File: config.mk
export PLATFORM = sky130hd
export DESIGN_NAME = ethernet_rx_filter_crc_check
export DESIGN_NICKNAME = d
export VERILOG_FILES = /design/src/rtl/erfcc_pkg.sv /design/src/rtl/ethernet_rx_filter_crc_check.sv /design/src/rtl/erfcc_in_stage.sv /design/src/rtl/erfcc_frame_core.sv
export VERILOG_INCLUDE_DIRS = /design/src /design/src/rtl
export SDC_FILE = /design/constraint.sdc
export NUM_CORES = 1
export LEC_CHECK = 0
export CAP_MARGIN = 20
export CORE_UTILIZATION = 30
export CTS_BUF_LIST = sky130_fd_sc_hd__clkbuf_2
export CTS_CLUSTER_SIZE = 20
export DETAILED_ROUTE_END_ITERATION = 8
export DONT_BUFFER_PORTS = 1
export HOLD_SLACK_MARGIN = 0.08
export PLACE_DENSITY = 0.42
export SYNTH_ARGS = -nofsm -noshare
export SYNTH_HDL_FRONTEND = slang
export SYNTH_HIERARCHICAL = 1
export SYNTH_SLANG_ARGS = --single-unit
File: constraint.sdc
create_clock -name i_clk -period 4.4 [get_ports i_clk]
set_input_delay 0.44 -clock i_clk [delete_from_list [all_inputs] [get_ports i_clk]]
set_output_delay 0.44 -clock i_clk [all_outputs]
set_load 0.02 [all_outputs]
File: src/rtl/ethernet_rx_filter_crc_check_assert.svh
// Assertion macros for the Ethernet receive filter.
// Each macro expects i_clk and i_rst_n to be visible where it is used.
`ifndef ETHERNET_RX_FILTER_CRC_CHECK_ASSERT_SVH
`define ETHERNET_RX_FILTER_CRC_CHECK_ASSERT_SVH

// A property that must hold at every rising clock edge outside reset.
`define ERFCC_ASSERT(lbl, prop, msg) \
    lbl: assert property (@(posedge i_clk) disable iff (!i_rst_n) (prop)) \
        else $error(msg);

// A condition that must never be true outside reset.
`define ERFCC_NEVER(lbl, cond, msg) \
    lbl: assert property (@(posedge i_clk) disable iff (!i_rst_n) !(cond)) \
        else $error(msg);

`endif

File: src/rtl/erfcc_pkg.sv
// Shared types, constants and functions of the Ethernet receive filter.
// Used by every module of the block; depends on nothing.
package erfcc_pkg;

    typedef enum logic [2:0] {
        V_ACCEPT   = 3'd0,
        V_ADDR_REJ = 3'd1,
        V_CRC_REJ  = 3'd2,
        V_RUNT     = 3'd3,
        V_OVERSIZE = 3'd4
    } t_verdict;

    typedef enum logic [2:0] {
        FT_IPV4  = 3'd0,
        FT_ARP   = 3'd1,
        FT_RARP  = 3'd2,
        FT_814C  = 3'd3,
        FT_IPX   = 3'd4,
        FT_IPV6  = 3'd5,
        FT_OTHER = 3'd6
    } t_frame_type;

    localparam logic [31:0] CRC_POLY   = 32'hEDB8_8320;
    localparam logic [31:0] CRC_INIT   = 32'hFFFF_FFFF;
    localparam logic [31:0] CRC_XOROUT = 32'hFFFF_FFFF;

    localparam logic [15:0] ETYPE_IPV4 = 16'h0800;
    localparam logic [15:0] ETYPE_ARP  = 16'h0806;
    localparam logic [15:0] ETYPE_RARP = 16'h8035;
    localparam logic [15:0] ETYPE_814C = 16'h814C;
    localparam logic [15:0] ETYPE_IPX  = 16'h8137;
    localparam logic [15:0] ETYPE_IPV6 = 16'h86DD;

    localparam int MAC_BYTES   = 6;
    localparam int TYPE_HI     = 12;
    localparam int TYPE_LO     = 13;
    localparam int HDR_LEN     = 14;
    localparam int MIN_FRAME   = 18;
    localparam int PAYLOAD_CAP = 2048;

    localparam logic       CFG_MAC0 = 1'b0;
    localparam logic       CFG_MAC1 = 1'b1;
    localparam logic [47:0] MAC0_RESET = 48'h1111_1111_1111;
    localparam logic [47:0] MAC1_RESET = 48'h4437_E689_CB7F;

    typedef struct packed {
        logic [7:0] data;
        logic       last;
    } t_beat;

    typedef struct packed {
        t_verdict    verdict;
        t_frame_type frame_type;
        logic [11:0] payload_length;
        logic [31:0] computed_check;
    } t_result;

    // Reflected CRC-32 update by one byte, least significant bit first.
    function automatic logic [31:0] crc_byte(input logic [31:0] c_in, input logic [7:0] b);
        logic [31:0] c;
        c = c_in ^ {24'd0, b};
        for (int k = 0; k < 8; k++) begin
            c = c[0] ? ((c >> 1) ^ CRC_POLY) : (c >> 1);
        end
        return c;
    endfunction

    function automatic t_frame_type type_class(input logic [15:0] t);
        t_frame_type f;
        unique case (t)
            ETYPE_IPV4: f = FT_IPV4;
            ETYPE_ARP:  f = FT_ARP;
            ETYPE_RARP: f = FT_RARP;
            ETYPE_814C: f = FT_814C;
            ETYPE_IPX:  f = FT_IPX;
            ETYPE_IPV6: f = FT_IPV6;
            default:    f = FT_OTHER;
        endcase
        return f;
    endfunction

    // Byte k of an address, byte 0 being the most significant.
    function automatic logic [7:0] mac_byte(input logic [47:0] mac, input logic [2:0] k);
        logic [7:0] r;
        unique case (k)
            3'd0:    r = mac[47:40];
            3'd1:    r = mac[39:32];
            3'd2:    r = mac[31:24];
            3'd3:    r = mac[23:16];
            3'd4:    r = mac[15:8];
            3'd5:    r = mac[7:0];
            default: r = 8'd0;
        endcase
        return r;
    endfunction

endpackage

File: src/rtl/ethernet_rx_filter_crc_check.sv
// Channel     Dir  Handshake                     Content
// s_axis      in   s_axis_tvalid/s_axis_tready   frame byte, tlast on final byte
// m_axis      out  m_axis_tvalid/m_axis_tready   verdict, frame type, length, CRC
// cfg         in   i_cfg_we                      accepted addresses 0 and 1
//
// One byte beat per cycle; a verdict passes the input register and then the output
// register after the frame's last beat. The rate is set by the single-byte CRC-32
// xor network fed from the tail delay line. A final beat waits in the input register
// while a previous verdict is not yet taken; other beats keep flowing. Reset is
// synchronous and clears all frame state; addresses return to their defaults.
//
// Top level of the Ethernet receive filter with CRC-32 check.
// Depends on erfcc_pkg, erfcc_in_stage, erfcc_frame_core and the assertion header.
`include "ethernet_rx_filter_crc_check_assert.svh"

module ethernet_rx_filter_crc_check
    import erfcc_pkg::*;
#(
    parameter int MAX_FRAME = 2048
) (
    input  logic        i_clk,
    input  logic        i_rst_n,
    input  logic        s_axis_tvalid,
    output logic        s_axis_tready,
    input  logic [7:0]  s_axis_tdata,   // data_byte
    input  logic        s_axis_tlast,   // last_byte
    output logic        m_axis_tvalid,
    input  logic        m_axis_tready,
    output logic [47:0] m_axis_tdata,   // payload_length[11:0], computed_check[43:12], zeros
    output logic [5:0]  m_axis_tuser,   // verdict[2:0], frame_type[5:3]
    input  logic        i_cfg_we,
    input  logic        i_cfg_index,
    input  logic [47:0] i_cfg_wdata
);

    logic [47:0] r_mac0, r_mac1;
    logic        r_out_valid;
    t_result     r_out;

    logic    w_in_valid, w_take, w_res_valid, w_out_free;
    t_beat   w_in_beat, w_s_beat;
    t_result w_res;

    assign w_s_beat   = '{data: s_axis_tdata, last: s_axis_tlast};
    assign w_out_free = !r_out_valid || m_axis_tready;

    always_ff @(posedge i_clk) begin
        if (!i_rst_n) begin
            r_mac0 <= MAC0_RESET;
            r_mac1 <= MAC1_RESET;
        end else if (i_cfg_we) begin
            unique case (i_cfg_index)
                CFG_MAC0: r_mac0 <= i_cfg_wdata;
                CFG_MAC1: r_mac1 <= i_cfg_wdata;
                default:  r_mac0 <= r_mac0;
            endcase
        end
    end

    erfcc_in_stage u_in (
        .i_clk   (i_clk),
        .i_rst_n (i_rst_n),
        .i_valid (s_axis_tvalid),
        .i_beat  (w_s_beat),
        .o_ready (s_axis_tready),
        .i_take  (w_take),
        .o_valid (w_in_valid),
        .o_beat  (w_in_beat)
    );

    erfcc_frame_core #(
        .MAX_FRAME (MAX_FRAME)
    ) u_core (
        .i_clk       (i_clk),
        .i_rst_n     (i_rst_n),
        .i_valid     (w_in_valid),
        .i_beat      (w_in_beat),
        .i_out_free  (w_out_free),
        .i_mac0      (r_mac0),
        .i_mac1      (r_mac1),
        .o_take      (w_take),
        .o_res_valid (w_res_valid),
        .o_result    (w_res)
    );

    always_ff @(posedge i_clk) begin
        if (!i_rst_n) begin
            r_out_valid <= 1'b0;
        end else if (w_out_free) begin
            r_out_valid <= w_res_valid;
        end
    end

    always_ff @(posedge i_clk) begin
        if (w_res_valid) begin
            r_out <= w_res;
        end
    end

    assign m_axis_tvalid = r_out_valid;
    assign m_axis_tdata  = {4'd0, r_out.computed_check, r_out.payload_length};
    assign m_axis_tuser  = {r_out.frame_type, r_out.verdict};

    // A new verdict only follows a final beat taken by the core.
    `ERFCC_ASSERT(a_verdict_from_last, (m_axis_tvalid && !$past(m_axis_tvalid)) |-> $past(w_res_valid && w_in_beat.last), "verdict without a final beat")
    // A runt frame reports no payload and the CRC of no bytes.
    `ERFCC_ASSERT(a_runt_empty, (m_axis_tvalid && r_out.verdict == V_RUNT) |-> (r_out.payload_length == 12'd0 && r_out.computed_check == 32'd0), "runt verdict with payload")
    // A held beat in the input register is never overwritten.
    `ERFCC_ASSERT(a_in_hold, (w_in_valid && !w_take) |=> (w_in_valid && $stable(w_in_beat)), "input beat lost")
    // The core never produces a verdict into an occupied, stalled output register.
    `ERFCC_NEVER(a_no_overrun, w_res_valid && r_out_valid && !m_axis_tready, "verdict overrun")

endmodule

File: src/rtl/erfcc_in_stage.sv
// Input register of the receive filter: holds one byte beat until the core takes it.
// Depends on erfcc_pkg for the beat type.
module erfcc_in_stage
    import erfcc_pkg::*;
(
    input  logic  i_clk,
    input  logic  i_rst_n,
    input  logic  i_valid,
    input  t_beat i_beat,
    output logic  o_ready,
    input  logic  i_take,
    output logic  o_valid,
    output t_beat o_beat
);

    logic  r_valid;
    t_beat r_beat;

    assign o_ready = !r_valid || i_take;
    assign o_valid = r_valid;
    assign o_beat  = r_beat;

    always_ff @(posedge i_clk) begin
        if (!i_rst_n) begin
            r_valid <= 1'b0;
        end else if (o_ready) begin
            r_valid <= i_valid;
        end
    end

    always_ff @(posedge i_clk) begin
        if (o_ready && i_valid) begin
            r_beat <= i_beat;
        end
    end

endmodule

File: src/rtl/erfcc_frame_core.sv
// Per-frame state of the receive filter: address match, ethertype, tail delay line,
// CRC-32 and byte count, and the verdict on the last byte. Depends on erfcc_pkg.
module erfcc_frame_core
    import erfcc_pkg::*;
#(
    parameter int MAX_FRAME = 2048
) (
    input  logic        i_clk,
    input  logic        i_rst_n,
    input  logic        i_valid,
    input  t_beat       i_beat,
    input  logic        i_out_free,
    input  logic [47:0] i_mac0,
    input  logic [47:0] i_mac1,
    output logic        o_take,
    output logic        o_res_valid,
    output t_result     o_result
);

    localparam int CW = $clog2(MAX_FRAME + 2);
    localparam int DW = (CW > 12) ? CW : 12;
    localparam logic [CW-1:0] CNT_SAT = CW'(MAX_FRAME + 1);

    logic [CW-1:0]     r_cnt,   n_cnt;
    logic [31:0]       r_crc,   n_crc;
    logic [3:0][7:0]   r_tail,  n_tail;
    logic [1:0]        r_match, n_match;
    logic [15:0]       r_type,  n_type;

    logic [7:0]    w_mac0_b, w_mac1_b;
    logic [DW-1:0] w_len, w_diff, w_pay;
    logic [31:0]   w_sum;
    logic          w_runt;

    // A plain byte never produces a result, so it moves on even while a verdict waits.
    assign o_take      = i_valid && (!i_beat.last || i_out_free);
    assign o_res_valid = o_take && i_beat.last;

    assign w_mac0_b = mac_byte(i_mac0, r_cnt[2:0]);
    assign w_mac1_b = mac_byte(i_mac1, r_cnt[2:0]);

    always_comb begin
        n_match = r_match;
        n_type  = r_type;
        n_crc   = r_crc;
        n_tail  = r_tail;
        if (r_cnt < CW'(MAC_BYTES)) begin
            if (w_mac0_b != i_beat.data) n_match[0] = 1'b0;
            if (w_mac1_b != i_beat.data) n_match[1] = 1'b0;
        end else if (r_cnt == CW'(TYPE_HI) || r_cnt == CW'(TYPE_LO)) begin
            n_type = {r_type[7:0], i_beat.data};
        end
        if (r_cnt >= CW'(HDR_LEN)) begin
            if (r_cnt >= CW'(HDR_LEN + 4)) begin
                n_crc = crc_byte(r_crc, r_tail[0]);
            end
            n_tail = {i_beat.data, r_tail[3:1]};
        end
        n_cnt = (r_cnt < CNT_SAT) ? r_cnt + CW'(1) : r_cnt;
    end

    assign w_len  = DW'(n_cnt);
    assign w_diff = w_len - DW'(MIN_FRAME);
    assign w_runt = w_len < DW'(MIN_FRAME);
    assign w_sum  = n_crc ^ CRC_XOROUT;

    always_comb begin
        if (w_runt) begin
            w_pay = '0;
        end else if (w_diff > DW'(PAYLOAD_CAP)) begin
            w_pay = DW'(PAYLOAD_CAP);
        end else begin
            w_pay = w_diff;
        end
    end

    always_comb begin
        priority if (w_runt) begin
            o_result.verdict = V_RUNT;
        end else if (w_len > DW'(MAX_FRAME)) begin
            o_result.verdict = V_OVERSIZE;
        end else if (n_match == 2'b00) begin
            o_result.verdict = V_ADDR_REJ;
        end else if (w_sum != 32'(n_tail)) begin
            o_result.verdict = V_CRC_REJ;
        end else begin
            o_result.verdict = V_ACCEPT;
        end
        o_result.frame_type     = type_class(n_type);
        o_result.payload_length = w_pay[11:0];
        o_result.computed_check = w_sum;
    end

    always_ff @(posedge i_clk) begin
        if (!i_rst_n) begin
            r_cnt   <= '0;
            r_crc   <= CRC_INIT;
            r_tail  <= '0;
            r_match <= 2'b11;
            r_type  <= '0;
        end else if (o_take) begin
            if (i_beat.last) begin
                r_cnt   <= '0;
                r_crc   <= CRC_INIT;
                r_tail  <= '0;
                r_match <= 2'b11;
                r_type  <= '0;
            end else begin
                r_cnt   <= n_cnt;
                r_crc   <= n_crc;
                r_tail  <= n_tail;
                r_match <= n_match;
                r_type  <= n_type;
            end
        end
    end

endmodule
==> impl_summary.md <==
Clock tree
The number of buffers inserted by hold repair at cts is 151. For this design, the sink count on the clock tree is roughly 250. The cell sitting at the root of the clock tree is a clkbuf_2. The number of CTS-inserted buffers is between 70 and 80. The number of buffers added for setup after CTS is 0. Clock-pin slew was measured on the worst setup and hold paths at 0.10 ns.

The level count of the clock H-tree is 3. The TritonCTS clock tree is yes. Post-CTS repair changed the size of 0 cells. The latest clock arrival within the worst-skew pair is 0.99 ns. The buffer levels on the longest clock path is 3.

Run status
The flow ran to the end, and the final reports show no timing, DRC or antenna violations.

Drt
In the routed design, unresolved DRC markers number 0. The total wirelength of the detailed-routed design is 42100 um. Once detail routing completed, the nets flagged for antenna violations numbered 0. The detailed router placed about 11000 vias in this run. The number of search-and-repair iterations in the first detailed-routing pass is 4.

After the first detailed-routing iteration, the DRC count stood at 548. The post-detailed-route via-to-cell ratio is approximately 5.0. The final routed wire length divided by cell count is approximately 20 um.

Floorplan
The die footprint is between 0.04 and 0.05 sq mm. The starting utilization of the core area is 30.6%. The horizontal die dimension is approximately 210 um. The core area is ~0.043 sq mm. The total I/O pin count is ~120.

The floorplan step set the die height to between 200 and 250 um. The initialized floorplan defines 76 standard-cell rows.

Power and ir drop
The overall power after layout is 5130 uW. The analysis attributes to cell leakage a power of 0.00626 uW. The worst-case IR drop observed on VDD is just over 0.2 mV. In this run the power density over the cells is ~320 mW/mm^2.

Placed design
The count of input and output buffers is 0. The half-perimeter wire length after detailed placement is about 28000 um. At the end of routability-driven placement, the weighted congestion stood at slightly below 0.9.

Setup path
The worst setup path is launched from a flop. The sort of element at the end of the critical path is a flop. The critical path class is reg2reg. The largest driver fanout on the critical path is 13. Tracing the worst setup path back leads to its startpoint at u_core/r_cnt[4]. The worst register-to-register path begins at u_core/r_cnt[4].

The required time of the critical path is 5.09 ns. Data arrives at the worst endpoint at 4.58 ns.

Synth
The async set or reset register ratio after synthesis is 0%. The count of unique library cells instantiated by Yosys is 73. Each instance of the synthesized netlist takes up on average approximately 9.6 sq um. The main flop type after synthesis is dfxtp_1. The commonest cells after synthesis are 192 x dfxtp_1, 174 x nand2_1, 93 x mux2i_1. The area share of the largest cell type after synthesis is roughly 29%. The most common cell in the synthesized netlist is dfxtp_1. Sorting the synthesized cells by area gives the leading types as dfxtp_1 29%, edfxtp_1 13%, mux2i_1 7.0%, xnor2_1 5.1%, nand2_1 4.9%.

The synthesis-stage register bit count is about 250. The largest total area in the synthesized netlist belongs to dfxtp_1. The number of instances in the synthesized netlist is 1375.

In this run the cell area of the synthesized design comes to between 0.01 and 0.015 sq mm. Sequential elements use 42.4% of the synthesized area. The number of synthesized flops with an enable pin is 59.

The total number of yosys warnings is 6.

GRT
The global-route congestion overflow total is 0. The global-route usage over all layers is between 10% and 20%. The initial antenna violation count is 2.

The first global-routing pass estimated approximately 65000 um of wire. The number of global-route vias before repair came to around 11000. The maximum number of pins on one net before global-route repair is ~200.

Timing
Setup violations remaining at the end of the flow were counted as 0. The final setup TNS is 0 ns. The relative slew slack is between 30% and 40%. The smallest clock period supported by the final layout is computed as 3.89 ns. The hold violation total from the final report came to 0. The final count of pins violating max slew is 0.

The highest clock rate is ~260 MHz. Setup repair after global routing left no endpoint under its margin. At the pin with the least slew margin, the transition time is between 0.9 and 1 ns. Between clock sinks in the finished design, the worst skew comes to around 0.070 ns.

The period utilization is approximately nine tenths.

Layout
The fraction of final layout cells sized beyond drive strength 1 is 12.4%. The number of nets in the layout is between 1500 and 2000. From synthesis to final layout, the design area changed by 20.1%.

Worst hold path
The min-delay analysis places its worst path in the category in2reg. The worst hold path startpoint is i_cfg_wdata[9].

Job
The max-capacitance violation count is 0.
==> cell families after synthesis <==
family	after synthesis	share of synthesized area, %
xor gates and xnor gates	135	11.5
muxes	116	9.11
buffers and inverters	173	5.70
adders and majority gates	6	0.567
AOI/OAI and AO/OA	267	14.8
other	1	0.0283
and+or+nand+nor	426	15.9
DFF	251	42.4
==> layout by cell type (no fill, tap or decap), drive strengths merged, types with 9 or more instances in the layout <==
cell type and instances:
edfxtp 59, nand2 175, nor3 18, nand2b 9, xnor2 83, xnor3 15
o211ai 73, inv 58, nand3 41, o21ai 23, clkbuf 99, a221oi 14
mux2i 96, a21oi 33, clkinv 23, buf 33, dfxtp 192, dlygate4sd3 148
nand4 13, a22oi 63, nor2 45, nor2b 64, nand3b 15, nor4 9
and2 14, xor2 32, mux2 20
==> final timing paths <==
check                     to  slack, ns  cells past startpoint
max reg2reg  m_axis_tuser[1]       0.51                     10
min reg2reg       r_mac0[43]       0.46                      2
max          m_axis_tuser[1]       0.51                     10
min                r_mac1[9]       0.22                      3
==> per-layer routing <==
layer  share of wire, %  wire, um  global-route usage [%]
met2                 43     18300                    28.5
met1                 50     21100                    27.2
met4                1.6       680                    6.22
met3                4.8      2040                    3.97
met5                  0         0                       0
==> critical path, cell delays in order (launching register included) <==
cell and delay (ns):
dfxtp_1 0.40, nor4_1 0.67, and3_1 0.69, buf_4 0.34, mux2i_1 0.24, xnor2_1 0.09
a2111oi_2 0.34, o2111a_1 0.23, nand4b_1 0.15, a2111oi_2 0.36, o31ai_1 0.09
==> flip-flops by register name, indices dropped and copies added, names as in the netlist <==
| signal | count |
|---|---|
| u_core/r_tail | 32 |
| u_core/r_crc | 32 |
| u_in/o_beat | 9 |
| r_mac1 | 48 |
| m_axis_tuser | 6 |
| u_core/r_match | 2 |
| m_axis_tvalid | 1 |
| u_core/r_type | 16 |
| u_core/r_cnt | 12 |
| m_axis_tdata | 44 |
| u_in/o_valid | 1 |
| r_mac0 | 48 |
==> stage by stage <==
| step | std cells | utilization (%) | worst slack, ns | cell area (sq um) | hold slack, ns |
|---|---|---|---|---|---|
| finish | 2157 | 36.7 | 0.507 | 15900 | 0.225 |
| CTS | 2155 | 36.7 | 0.480 | 15900 | 0.0822 |
| global route | 2156 | 36.7 | 0.175 | 15900 | 0.135 |
| detailed placement | 1877 | 31.7 | 0.521 | 13700 | 0.449 |
| global placement | 1877 | 31.7 | 0.529 | 13700 | 0.440 |
| floorplan | 1378 | - | 0.641 | 13300 | 0.431 |
==> report_power, final <==
| group | total [uW] | leakage, uW | internal, uW | switching [uW] |
|---|---|---|---|---|
| clock network | 1700 | 0.000464 | 619 | 1080 |
| logic | 856 | 0.00368 | 409 | 447 |
| registers | 2570 | 0.00211 | 2460 | 115 |
==> area by class of cell <==
type | instances | area [sq um]
Antenna cell | 2 | 5.00
Clock buffer | 99 | 495
Clock inverter | 28 | 130
Fill cell | 4472 | 27400
Inverter | 57 | 214
Multi-Input combinational cell | 954 | 6930
Sequential cell | 251 | 5620
Tap cell | 585 | 732
Timing Repair Buffer | 181 | 1770
No activity file was read; power rests on OpenSTA's default activity.
